<file path="src/rtl/phc_pkg.sv">
// Shared constants, types and the checksum helper of the header parser.
`default_nettype none

package phc_pkg;

  // Frame layout
  localparam int unsigned MaxFrameBytesDef = 16384;
  localparam int unsigned EthHdrLen        = 14;
  localparam int unsigned EtypeHiPos       = 12;
  localparam int unsigned EtypeLoPos       = 13;
  localparam int unsigned TotW             = 16;

  // IPv4 header byte offsets
  localparam int unsigned IpIhlPos    = 0;
  localparam int unsigned IpTotHiPos  = 2;
  localparam int unsigned IpTotLoPos  = 3;
  localparam int unsigned IpTtlPos    = 8;
  localparam int unsigned IpProtoPos  = 9;
  localparam int unsigned IpAddrFirst = 12;
  localparam int unsigned IpAddrEnd   = 20;
  localparam int unsigned MinIpHdr    = 20;

  // Layer 4 byte offsets, relative to the end of the IP header
  localparam int unsigned L4SrcEnd   = 2;
  localparam int unsigned L4DstEnd   = 4;
  localparam int unsigned L4SeqEnd   = 8;
  localparam int unsigned L4AckEnd   = 12;
  localparam int unsigned L4FlagsPos = 13;

  localparam logic [15:0] EtypeIpv4  = 16'h0800;
  localparam logic [15:0] EtypeArp   = 16'h0806;
  localparam logic [7:0]  ProtoIcmp  = 8'd1;
  localparam logic [7:0]  ProtoTcp   = 8'd6;
  localparam logic [7:0]  ProtoUdp   = 8'd17;
  localparam logic [15:0] SumAllOnes = 16'hFFFF;

  typedef enum logic [1:0] {
    L3_UNKNOWN = 2'd0,
    L3_IPV4    = 2'd1,
    L3_ARP     = 2'd2
  } l3_kind_e;

  typedef enum logic [1:0] {
    L4_OTHER = 2'd0,
    L4_ICMP  = 2'd1,
    L4_TCP   = 2'd2,
    L4_UDP   = 2'd3
  } l4_kind_e;

  // Frame state captured on the last byte
  typedef struct packed {
    logic [15:0] ethertype;
    logic [5:0]  ihl;
    logic [15:0] total_len;
    logic [7:0]  ttl;
    logic [7:0]  proto;
    logic [15:0] ip_sum;
    logic [15:0] tcp_sum;
    logic [15:0] src_port;
    logic [15:0] dst_port;
    logic [31:0] seq;
    logic [31:0] ack;
    logic [3:0]  flags;
    logic        hdr_arrived;
    logic        seg_arrived;
  } frame_sum_t;

  // Ones'-complement add with end-around carry
  function automatic logic [15:0] ones_add(input logic [15:0] a, input logic [15:0] b);
    logic [16:0] s;
    s = {1'b0, a} + {1'b0, b};
    return s[15:0] + {15'd0, s[16]};
  endfunction

endpackage

`default_nettype wire

</file>
<file path="src/rtl/phc_parse.sv">
// Per-byte parser: frame state, running checksums and the last-byte snapshot.
`default_nettype none

module phc_parse #(
  parameter int unsigned MAX_FRAME_BYTES = phc_pkg::MaxFrameBytesDef
) (
  input  wire logic              clk_i,
  input  wire logic              rst_ni,
  input  wire logic              item_valid_i,
  input  wire logic [7:0]        item_byte_i,
  input  wire logic              item_last_i,
  output logic                   item_ready_o,
  output logic                   snap_valid_o,
  output phc_pkg::frame_sum_t    snap_o,
  input  wire logic              snap_ready_i
);
  import phc_pkg::*;

  localparam int unsigned IdxW = $clog2(MAX_FRAME_BYTES + 1);
  localparam int unsigned CmpW = (IdxW > TotW + 1) ? IdxW : TotW + 1;

  logic [IdxW-1:0] idx_q, idx_d;
  logic [15:0]     etype_q, etype_d;
  logic [5:0]      ihl_q, ihl_d;
  logic [15:0]     tot_q, tot_d;
  logic [7:0]      ttl_q, ttl_d;
  logic [7:0]      proto_q, proto_d;
  logic [15:0]     ip_sum_q, ip_sum_d;
  logic [15:0]     tcp_sum_q, tcp_sum_d;
  logic [15:0]     src_q, src_d;
  logic [15:0]     dst_q, dst_d;
  logic [31:0]     seq_q, seq_d;
  logic [31:0]     ack_q, ack_d;
  logic [3:0]      flags_q, flags_d;

  logic            snap_valid_q, snap_valid_d;
  frame_sum_t      snap_q, snap_d;

  logic            take;
  logic            ip_active;
  logic            adv;
  logic [IdxW-1:0] k;
  logic [IdxW-1:0] j;
  logic [15:0]     w;
  logic            in_hdr;
  logic            in_seg;
  logic            in_addr;
  logic [15:0]     tcp_mid;
  logic [7:0]      b;

  assign b = item_byte_i;

  // Last bytes wait for the snapshot register; other bytes always pass
  assign item_ready_o = !item_last_i || !snap_valid_q || snap_ready_i;
  assign adv          = item_valid_i && item_ready_o;

  // Decode the byte position and build the next frame state
  always_comb begin
    take      = idx_q < IdxW'(MAX_FRAME_BYTES);
    k         = idx_q - IdxW'(EthHdrLen);
    ip_active = take && (idx_q >= IdxW'(EthHdrLen)) && (etype_q == EtypeIpv4);
    w         = k[0] ? {8'd0, b} : {b, 8'd0};

    idx_d     = take ? idx_q + IdxW'(1) : idx_q;
    etype_d   = etype_q;
    ihl_d     = ihl_q;
    tot_d     = tot_q;
    ttl_d     = ttl_q;
    proto_d   = proto_q;
    ip_sum_d  = ip_sum_q;
    tcp_sum_d = tcp_sum_q;
    src_d     = src_q;
    dst_d     = dst_q;
    seq_d     = seq_q;
    ack_d     = ack_q;
    flags_d   = flags_q;

    if (take && idx_q == IdxW'(EtypeHiPos)) begin
      etype_d[15:8] = b;
    end
    if (take && idx_q == IdxW'(EtypeLoPos)) begin
      etype_d[7:0] = b;
    end

    // Header fields land before the sums look at them
    if (ip_active) begin
      if (k == IdxW'(IpIhlPos))   ihl_d      = {b[3:0], 2'b00};
      if (k == IdxW'(IpTotHiPos)) tot_d[15:8] = b;
      if (k == IdxW'(IpTotLoPos)) tot_d[7:0]  = b;
      if (k == IdxW'(IpTtlPos))   ttl_d      = b;
      if (k == IdxW'(IpProtoPos)) proto_d    = b;
    end

    in_hdr  = CmpW'(k) < CmpW'(ihl_d);
    in_seg  = !in_hdr && (CmpW'(k) < CmpW'(tot_d));
    in_addr = (k >= IdxW'(IpAddrFirst)) && (k < IdxW'(IpAddrEnd));
    j       = k - IdxW'(ihl_d);
    tcp_mid = (ip_active && in_addr) ? ones_add(tcp_sum_q, w) : tcp_sum_q;

    if (ip_active) begin
      if (in_hdr) ip_sum_d = ones_add(ip_sum_q, w);
      tcp_sum_d = in_seg ? ones_add(tcp_mid, w) : tcp_mid;
      if (!in_hdr) begin
        if (j < IdxW'(L4SrcEnd))        src_d = {src_q[7:0], b};
        else if (j < IdxW'(L4DstEnd))   dst_d = {dst_q[7:0], b};
        else if (j < IdxW'(L4SeqEnd))   seq_d = {seq_q[23:0], b};
        else if (j < IdxW'(L4AckEnd))   ack_d = {ack_q[23:0], b};
        else if (j == IdxW'(L4FlagsPos)) flags_d = {b[4], b[2], b[1], b[0]};
      end
    end
  end

  // Assemble the snapshot from the state after this byte
  always_comb begin
    snap_d.ethertype   = etype_d;
    snap_d.ihl         = ihl_d;
    snap_d.total_len   = tot_d;
    snap_d.ttl         = ttl_d;
    snap_d.proto       = proto_d;
    snap_d.ip_sum      = ip_sum_d;
    snap_d.tcp_sum     = tcp_sum_d;
    snap_d.src_port    = src_d;
    snap_d.dst_port    = dst_d;
    snap_d.seq         = seq_d;
    snap_d.ack         = ack_d;
    snap_d.flags       = flags_d;
    snap_d.hdr_arrived = CmpW'(idx_d) >= CmpW'(EthHdrLen) + CmpW'(ihl_d);
    snap_d.seg_arrived = CmpW'(idx_d) >= CmpW'(EthHdrLen) + CmpW'(tot_d);

    snap_valid_d = snap_valid_q;
    if (snap_ready_i) snap_valid_d = 1'b0;
    if (adv && item_last_i) snap_valid_d = 1'b1;
  end

  // Advance the frame state; clear it after the last byte
  always_ff @(posedge clk_i or negedge rst_ni) begin
    if (!rst_ni) begin
      idx_q     <= '0;
      etype_q   <= '0;
      ihl_q     <= '0;
      tot_q     <= '0;
      ttl_q     <= '0;
      proto_q   <= '0;
      ip_sum_q  <= '0;
      tcp_sum_q <= '0;
      src_q     <= '0;
      dst_q     <= '0;
      seq_q     <= '0;
      ack_q     <= '0;
      flags_q   <= '0;
    end else if (adv) begin
      if (item_last_i) begin
        idx_q     <= '0;
        etype_q   <= '0;
        ihl_q     <= '0;
        tot_q     <= '0;
        ttl_q     <= '0;
        proto_q   <= '0;
        ip_sum_q  <= '0;
        tcp_sum_q <= '0;
        src_q     <= '0;
        dst_q     <= '0;
        seq_q     <= '0;
        ack_q     <= '0;
        flags_q   <= '0;
      end else begin
        idx_q     <= idx_d;
        etype_q   <= etype_d;
        ihl_q     <= ihl_d;
        tot_q     <= tot_d;
        ttl_q     <= ttl_d;
        proto_q   <= proto_d;
        ip_sum_q  <= ip_sum_d;
        tcp_sum_q <= tcp_sum_d;
        src_q     <= src_d;
        dst_q     <= dst_d;
        seq_q     <= seq_d;
        ack_q     <= ack_d;
        flags_q   <= flags_d;
      end
    end
  end

  // Hold the snapshot until the summary stage takes it
  always_ff @(posedge clk_i or negedge rst_ni) begin
    if (!rst_ni) begin
      snap_valid_q <= 1'b0;
    end else begin
      snap_valid_q <= snap_valid_d;
    end
  end

  always_ff @(posedge clk_i) begin
    if (adv && item_last_i) begin
      snap_q <= snap_d;
    end
  end

  assign snap_valid_o = snap_valid_q;
  assign snap_o       = snap_q;

endmodule

`default_nettype wire

</file>
<file path="src/rtl/phc_summary.sv">
// Summary stage: classification, final checksum checks and the result register.
`default_nettype none

module phc_summary (
  input  wire logic           clk_i,
  input  wire logic           rst_ni,
  input  wire logic           snap_valid_i,
  input  phc_pkg::frame_sum_t snap_i,
  output logic                snap_ready_o,
  output logic                out_valid_o,
  input  wire logic           out_ready_i,
  output logic [1:0]          l3_kind_o,
  output logic [1:0]          l4_kind_o,
  output logic [5:0]          ip_header_bytes_o,
  output logic [15:0]         ip_total_length_o,
  output logic [7:0]          time_to_live_o,
  output logic                ip_checksum_ok_o,
  output logic [15:0]         source_port_o,
  output logic [15:0]         dest_port_o,
  output logic [31:0]         tcp_sequence_o,
  output logic [31:0]         tcp_ack_number_o,
  output logic [3:0]          ctrl_flags_o,
  output logic                tcp_checksum_ok_o
);
  import phc_pkg::*;

  logic        out_valid_q, out_valid_d;
  logic        load;
  l3_kind_e    l3_d;
  l4_kind_e    l4_d;
  logic        ipv4, tcp, ports;
  logic [15:0] seg_len;
  logic [15:0] sum_proto;
  logic [15:0] sum_full;
  logic        tcp_ok_d, ip_ok_d;

  logic [1:0]  l3_q;
  logic [1:0]  l4_q;
  logic [5:0]  ihl_q;
  logic [15:0] tot_q;
  logic [7:0]  ttl_q;
  logic        ip_ok_q;
  logic [15:0] src_q, dst_q;
  logic [31:0] seq_q, ack_q;
  logic [3:0]  flags_q;
  logic        tcp_ok_q;

  assign snap_ready_o = !out_valid_q || out_ready_i;
  assign load         = snap_valid_i && snap_ready_o;

  // Classify the frame and finish both checksums
  always_comb begin
    ipv4 = snap_i.ethertype == EtypeIpv4;
    if (ipv4) l3_d = L3_IPV4;
    else if (snap_i.ethertype == EtypeArp) l3_d = L3_ARP;
    else l3_d = L3_UNKNOWN;

    l4_d = L4_OTHER;
    if (ipv4) begin
      case (snap_i.proto)
        ProtoIcmp: l4_d = L4_ICMP;
        ProtoTcp:  l4_d = L4_TCP;
        ProtoUdp:  l4_d = L4_UDP;
        default:   l4_d = L4_OTHER;
      endcase
    end
    tcp   = l4_d == L4_TCP;
    ports = tcp || (l4_d == L4_UDP);

    ip_ok_d   = ipv4 && snap_i.hdr_arrived && (snap_i.ip_sum == SumAllOnes);
    seg_len   = snap_i.total_len - {10'd0, snap_i.ihl};
    sum_proto = ones_add(snap_i.tcp_sum, {8'd0, snap_i.proto});
    sum_full  = ones_add(sum_proto, seg_len);
    tcp_ok_d  = tcp && (snap_i.ihl >= 6'(MinIpHdr)) &&
                (snap_i.total_len >= {10'd0, snap_i.ihl}) &&
                snap_i.seg_arrived && (sum_full == SumAllOnes);

    out_valid_d = out_valid_q;
    if (out_ready_i) out_valid_d = 1'b0;
    if (load) out_valid_d = 1'b1;
  end

  always_ff @(posedge clk_i or negedge rst_ni) begin
    if (!rst_ni) begin
      out_valid_q <= 1'b0;
    end else begin
      out_valid_q <= out_valid_d;
    end
  end

  // Load the result register; drop fields that do not apply
  always_ff @(posedge clk_i) begin
    if (load) begin
      l3_q     <= l3_d;
      l4_q     <= l4_d;
      ihl_q    <= ipv4 ? snap_i.ihl : 6'd0;
      tot_q    <= ipv4 ? snap_i.total_len : 16'd0;
      ttl_q    <= ipv4 ? snap_i.ttl : 8'd0;
      ip_ok_q  <= ip_ok_d;
      src_q    <= ports ? snap_i.src_port : 16'd0;
      dst_q    <= ports ? snap_i.dst_port : 16'd0;
      seq_q    <= tcp ? snap_i.seq : 32'd0;
      ack_q    <= tcp ? snap_i.ack : 32'd0;
      flags_q  <= tcp ? snap_i.flags : 4'd0;
      tcp_ok_q <= tcp_ok_d;
    end
  end

  assign out_valid_o       = out_valid_q;
  assign l3_kind_o         = l3_q;
  assign l4_kind_o         = l4_q;
  assign ip_header_bytes_o = ihl_q;
  assign ip_total_length_o = tot_q;
  assign time_to_live_o    = ttl_q;
  assign ip_checksum_ok_o  = ip_ok_q;
  assign source_port_o     = src_q;
  assign dest_port_o       = dst_q;
  assign tcp_sequence_o    = seq_q;
  assign tcp_ack_number_o  = ack_q;
  assign ctrl_flags_o      = flags_q;
  assign tcp_checksum_ok_o = tcp_ok_q;

endmodule

`default_nettype wire

</file>
<file path="src/rtl/packet_header_parser_checksum_top.sv">
// Top level of the Ethernet/IPv4 header parser with Internet checksum checks.
//
//   Channel | Handshake               | Payload
//   --------+-------------------------+-------------------------------------------
//   in      | in_valid_i / in_ready_o | data_byte_i, last_byte_i
//   out     | out_valid_o/out_ready_i | l3_kind_o .. tcp_checksum_ok_o (12 fields)
//
// One byte a cycle unless stalled: the input register feeds the parser, which
// updates the frame state and both ones'-complement sums as it takes each byte.
// A last byte passes input and snapshot registers before the result register.
// Only last bytes can stall: snapshot and result registers full, out_ready_i low.
// Reset clears all frame state; no clearing pass is needed.
`default_nettype none

module packet_header_parser_checksum_top #(
  parameter int unsigned MAX_FRAME_BYTES = phc_pkg::MaxFrameBytesDef
) (
  input  wire logic        clk_i,
  input  wire logic        rst_ni,
  input  wire logic        in_valid_i,
  output logic             in_ready_o,
  input  wire logic [7:0]  data_byte_i,
  input  wire logic        last_byte_i,
  output logic             out_valid_o,
  input  wire logic        out_ready_i,
  output logic [1:0]       l3_kind_o,
  output logic [1:0]       l4_kind_o,
  output logic [5:0]       ip_header_bytes_o,
  output logic [15:0]      ip_total_length_o,
  output logic [7:0]       time_to_live_o,
  output logic             ip_checksum_ok_o,
  output logic [15:0]      source_port_o,
  output logic [15:0]      dest_port_o,
  output logic [31:0]      tcp_sequence_o,
  output logic [31:0]      tcp_ack_number_o,
  output logic [3:0]       ctrl_flags_o,
  output logic             tcp_checksum_ok_o
);
  import phc_pkg::*;

  logic       in_valid_q, in_valid_d;
  logic [7:0] in_byte_q;
  logic       in_last_q;
  logic       item_ready;
  logic       snap_valid;
  logic       snap_ready;
  frame_sum_t snap;

  // Input register: refill when empty or when the parser takes the held byte
  assign in_ready_o = !in_valid_q || item_ready;

  always_comb begin
    in_valid_d = in_valid_q;
    if (item_ready) in_valid_d = 1'b0;
    if (in_valid_i && in_ready_o) in_valid_d = 1'b1;
  end

  always_ff @(posedge clk_i or negedge rst_ni) begin
    if (!rst_ni) begin
      in_valid_q <= 1'b0;
    end else begin
      in_valid_q <= in_valid_d;
    end
  end

  always_ff @(posedge clk_i) begin
    if (in_valid_i && in_ready_o) begin
      in_byte_q <= data_byte_i;
      in_last_q <= last_byte_i;
    end
  end

  phc_parse #(
    .MAX_FRAME_BYTES(MAX_FRAME_BYTES)
  ) u_parse (
    .clk_i        (clk_i),
    .rst_ni       (rst_ni),
    .item_valid_i (in_valid_q),
    .item_byte_i  (in_byte_q),
    .item_last_i  (in_last_q),
    .item_ready_o (item_ready),
    .snap_valid_o (snap_valid),
    .snap_o       (snap),
    .snap_ready_i (snap_ready)
  );

  phc_summary u_summary (
    .clk_i             (clk_i),
    .rst_ni            (rst_ni),
    .snap_valid_i      (snap_valid),
    .snap_i            (snap),
    .snap_ready_o      (snap_ready),
    .out_valid_o       (out_valid_o),
    .out_ready_i       (out_ready_i),
    .l3_kind_o         (l3_kind_o),
    .l4_kind_o         (l4_kind_o),
    .ip_header_bytes_o (ip_header_bytes_o),
    .ip_total_length_o (ip_total_length_o),
    .time_to_live_o    (time_to_live_o),
    .ip_checksum_ok_o  (ip_checksum_ok_o),
    .source_port_o     (source_port_o),
    .dest_port_o       (dest_port_o),
    .tcp_sequence_o    (tcp_sequence_o),
    .tcp_ack_number_o  (tcp_ack_number_o),
    .ctrl_flags_o      (ctrl_flags_o),
    .tcp_checksum_ok_o (tcp_checksum_ok_o)
  );

endmodule

`default_nettype wire

</file>
<file path="config.mk">
export PLATFORM = sky130hd
export DESIGN_NAME = packet_header_parser_checksum_top
export DESIGN_NICKNAME = d
export VERILOG_FILES = /design/src/rtl/phc_pkg.sv /design/src/rtl/phc_parse.sv /design/src/rtl/phc_summary.sv /design/src/rtl/packet_header_parser_checksum_top.sv
export SDC_FILE = /design/constraint.sdc
export NUM_CORES = 1
export LEC_CHECK = 0
export ABC_CLOCK_PERIOD_IN_PS = 14050
export BUFFER_PORTS_ARGS = -buffer_cell sky130_fd_sc_hd__buf_4
export CORE_MARGIN = 5
export CORE_UTILIZATION = 35
export DETAILED_ROUTE_END_ITERATION = 16
export PLACE_DENSITY = 0.46
export SLEW_MARGIN = 40
export SYNTH_ARGS = -nofsm -noshare
export SYNTH_HDL_FRONTEND = slang
export SYNTH_HIERARCHICAL = 1
export SYNTH_SLANG_ARGS = --single-unit
</file>
<file path="constraint.sdc">
create_clock -name clk_i -period 14.05 [get_ports clk_i]
set_clock_uncertainty 0.1 [all_clocks]
set_input_delay 0.7025 -clock clk_i [delete_from_list [all_inputs] [get_ports clk_i]]
set_output_delay 0.7025 -clock clk_i [all_outputs]
set_load 0.05 [all_outputs]
</file>
==> out/qor.yml <==
cts:
  cts_tree: "done"
  clk_pin_slew_worst_paths_ps: 60
  htree_levels: 2
  cts_setup_buffers: 0
  clock_latency_ps: 670
  cts.repair.resized: 0
  numClockSinks: 537
  cts_root_buffer: "clkbuf_16"
  clock_path_buffers: 3
  cts_buffers: 59
  cts_hold_buf: 1
global_route:
  gr-total-overflow: 0
  grt_pass1_wl_um: 128000
  grt.total_usage_pct: 18.2
  grt_pass1_vias: 20600
  grt_max_degree: 99
  grt_antenna_before_repair: 2
critical_path:
  end_kind: "flop"
  path_class: "flop to flop"
  rrSetupSlack_ps: 4000
  slowest_delay_ps: 760
  cp_max_fo: 20
  crit_family: "simple AND/OR/NAND/NOR gates"
  startpoint: "u_parse/idx_q[0]$_DFFE_PN0P_"
  required_ps: 14320
  arrival_ps: 10320
  slowest_stage: "dfrtp_1"
  critPathLaunchType: "flop"
  r2r-start: "u_parse/idx_q[0]$_DFFE_PN0P_"
  critPathBufInv: 2
cells_and_area:
  drive_gt1_share_pct: 15.9
  n_antenna_cell: 0
  regArea_mm2: 0.0151
  multiInputGateArea_mm2: 0.0135
  areaGrowthSynthToFinish_pct: 14.8
  nets: 2954
  num-fill-cells: 8017
  fin_area_mm2: 0.0338
die:
  core-area_mm2: 0.0836
  die_y_um: 300
  start_util_pct: 35.2
  dieArea_mm2: 0.0899
  ioPinCount: 151
  fp-row-count: 106
  die_w_um: 300
route:
  dr.pass1.iters: 5
  detail_route.wl_per_cell_um: 21.4
  postRouteAntennaNets: 0
  wl_met3_um: 4210
  drt_iter0_markers: 1558
  routed_wl_um: 84300
  vias_per_cell: 5.36
  drc: 0
  routed.top_layer: "met4"
  vias: 21100
  wl_met1_um: 41500
  wl_met2_um: 36500
hold_path:
  hold_class: "primary input to flop"
  min-delay-start: "data_byte_i[7]"
timing:
  tns_ps: 0
  tightest_slew_ps: 844
  rsz0062_at_grt: "no"
  fin_crit_sh_pct: 71.6
  fmax_mhz: 99.5
  hold_viol: 0
  relSlewSlack_pct: 43.5
  drv_slew: 0
  setup_viol: 0
  finalCriticalPeriod_ps: 10050
logic_synthesis:
  ys_types: 90
  postSynthCellCount: 2686
  synth_edf_count: 333
  syn_avg_cell_area_um2: 11.0
  synth_fa_ha_area_share_pct: 6.08
  muxShareOfSynthArea_pct: 5.20
  post-synth-top-count-cell: "edfxtp_1"
  synth_top_cells_by_area: "edfxtp_1 34%, dfrtp_1 17%, ha_1 5.6%"
  synthFlopType: "edfxtp_1"
  ys_warn_count: 6
  synth_compound_area_share_pct: 12.5
  synth_seq_area_share_pct: 51.3
  ys_ff_latch: 537
  synth-xor-area-share_pct: 5.20
  async_flop_share_pct: 38.0
  ys_top_cells_by_count: "333 x edfxtp_1, 303 x nand2_1, 204 x dfrtp_1, 131 x ha_1, 131 x nand3_1"
  synthSimpleGateAreaFrac_pct: 16.6
  synth_top_family_by_area: "simple AND/OR/NAND/NOR gates"
  synth_largest_area_cell: "edfxtp_1"
  synth_top_area_share_pct: 34.0
  syn-num-nets: 2836
  synthesis.area_mm2: 0.0294
pwr:
  p_leak_nw: 14.1
  peakVddDrop_mv: 0.106
  pwr_density_cell_mw_per_mm2: 121
status:
  status: "complete, no violations"
placement:
  place_hpwl_um: 58300
  place_congestion: 0.866
  io_buffers: 150
  dpl_cell_area_mm2: 0.0317
job:
  max_cap_violations: 0
[per-stage QoR]
stage                     power (mW)  hold WS [ps]  setup slack, ps  std cells  util (%)
after floorplan                 2.34           307             3910       2686         -
after global placement          2.54           360             4170       3821      38.0
after detailed placement        2.55           368             3930       3821      38.0
after CTS                       4.13          96.8             3850       3932      40.4
after global routing            4.27          97.9             3210       3933      40.4
final                           4.08           141             4000       3933      40.4
[area by class of cell]
type	instances	area share [%]
flip-flops and latches	537	44.7
repair buffers	193	4.46
multi-input cells	1915	39.9
inverters	98	1.09
clock inverters	30	0.918
clock buffers	80	4.91
well taps	1080	4.00
[power by group]
group	leakage, nW	internal [mW]	switching [mW]	total, mW
registers	6.01	1.78	0.0788	1.86
logic	7.08	0.227	0.432	0.659
clock network	0.966	0.888	0.673	1.56
total	14.1	2.90	1.18	4.08
[path summary, 6_finish.rpt]
path,to,cells after the start
min reg2reg,u_parse/tot_q[10]$_DFFE_PN0P_,2
max in group asynchronous,u_parse/src_q[12]$_DFFE_PN0P_,4
min in group asynchronous,u_parse/seq_q[30]$_DFFE_PN0P_,2
max reg2reg,u_parse/snap_o[117]$_DFFE_PP_,39
max,u_parse/snap_o[117]$_DFFE_PP_,39
min,in_byte_q[7]$_DFFE_PP_,1
[flip-flops by register name, indices dropped and copies added (netlist names), 8 cells and up]
signal                       count
u_parse/src_q                   16
u_parse/dst_q                   16
u_parse/tot_q                   16
u_summary/tcp_ack_number_o      32
u_parse/etype_q                 16
u_parse/proto_q                  8
u_summary/source_port_o         16
u_parse/tcp_sum_q               16
in_byte_q                        8
u_parse/ttl_q                    8
u_parse/ip_sum_q                16
u_summary/time_to_live_o         8
u_summary/dest_port_o           16
u_summary/ip_total_length_o     16
u_parse/ack_q                   32
u_summary/tcp_sequence_o        32
u_parse/snap_o                 188
u_parse/seq_q                   32
u_parse/idx_q                   15
[logic make-up (layout without fill, tap and decap cells)]
family,count (synthesis),in the layout
simple gates,941,941
flops,537,537
compound gates,523,523
buf+inv,234,401
xor+xnor,173,173
mux,138,138
fa+ha+maj,140,140
[layout by cell type (no fill, tap or decap), drive strengths merged, types with 115 or more instances in the layout]
master and instances:
and2 121, buf 191, dfrtp 204, edfxtp 333
ha 131, mux2 118, nand2 304, nand3 132
o21ai 124, xnor2 115
[metal layers]
layer / track usage (%) / vias up
met4: 4.60 / 0
met3: 2.96 / 127
met5: 0 / -
met2: 27.7 / 474
li1: - / 10100
met1: 27.1 / 10400
[worst register-to-register path, delay by kind of cell (launching register included)]
kind	cells	cell delay [ps]
buffers and inverters	2	350
multiplexers	3	880
flip-flops	1	760
AO/OA/AOI/OAI	11	2380
AND/OR/NAND/NOR	15	3500
XOR/XNOR	3	450
adder cells (fa/ha/maj)	5	1410
Note: power is estimated with default switching activity, not from simulation.
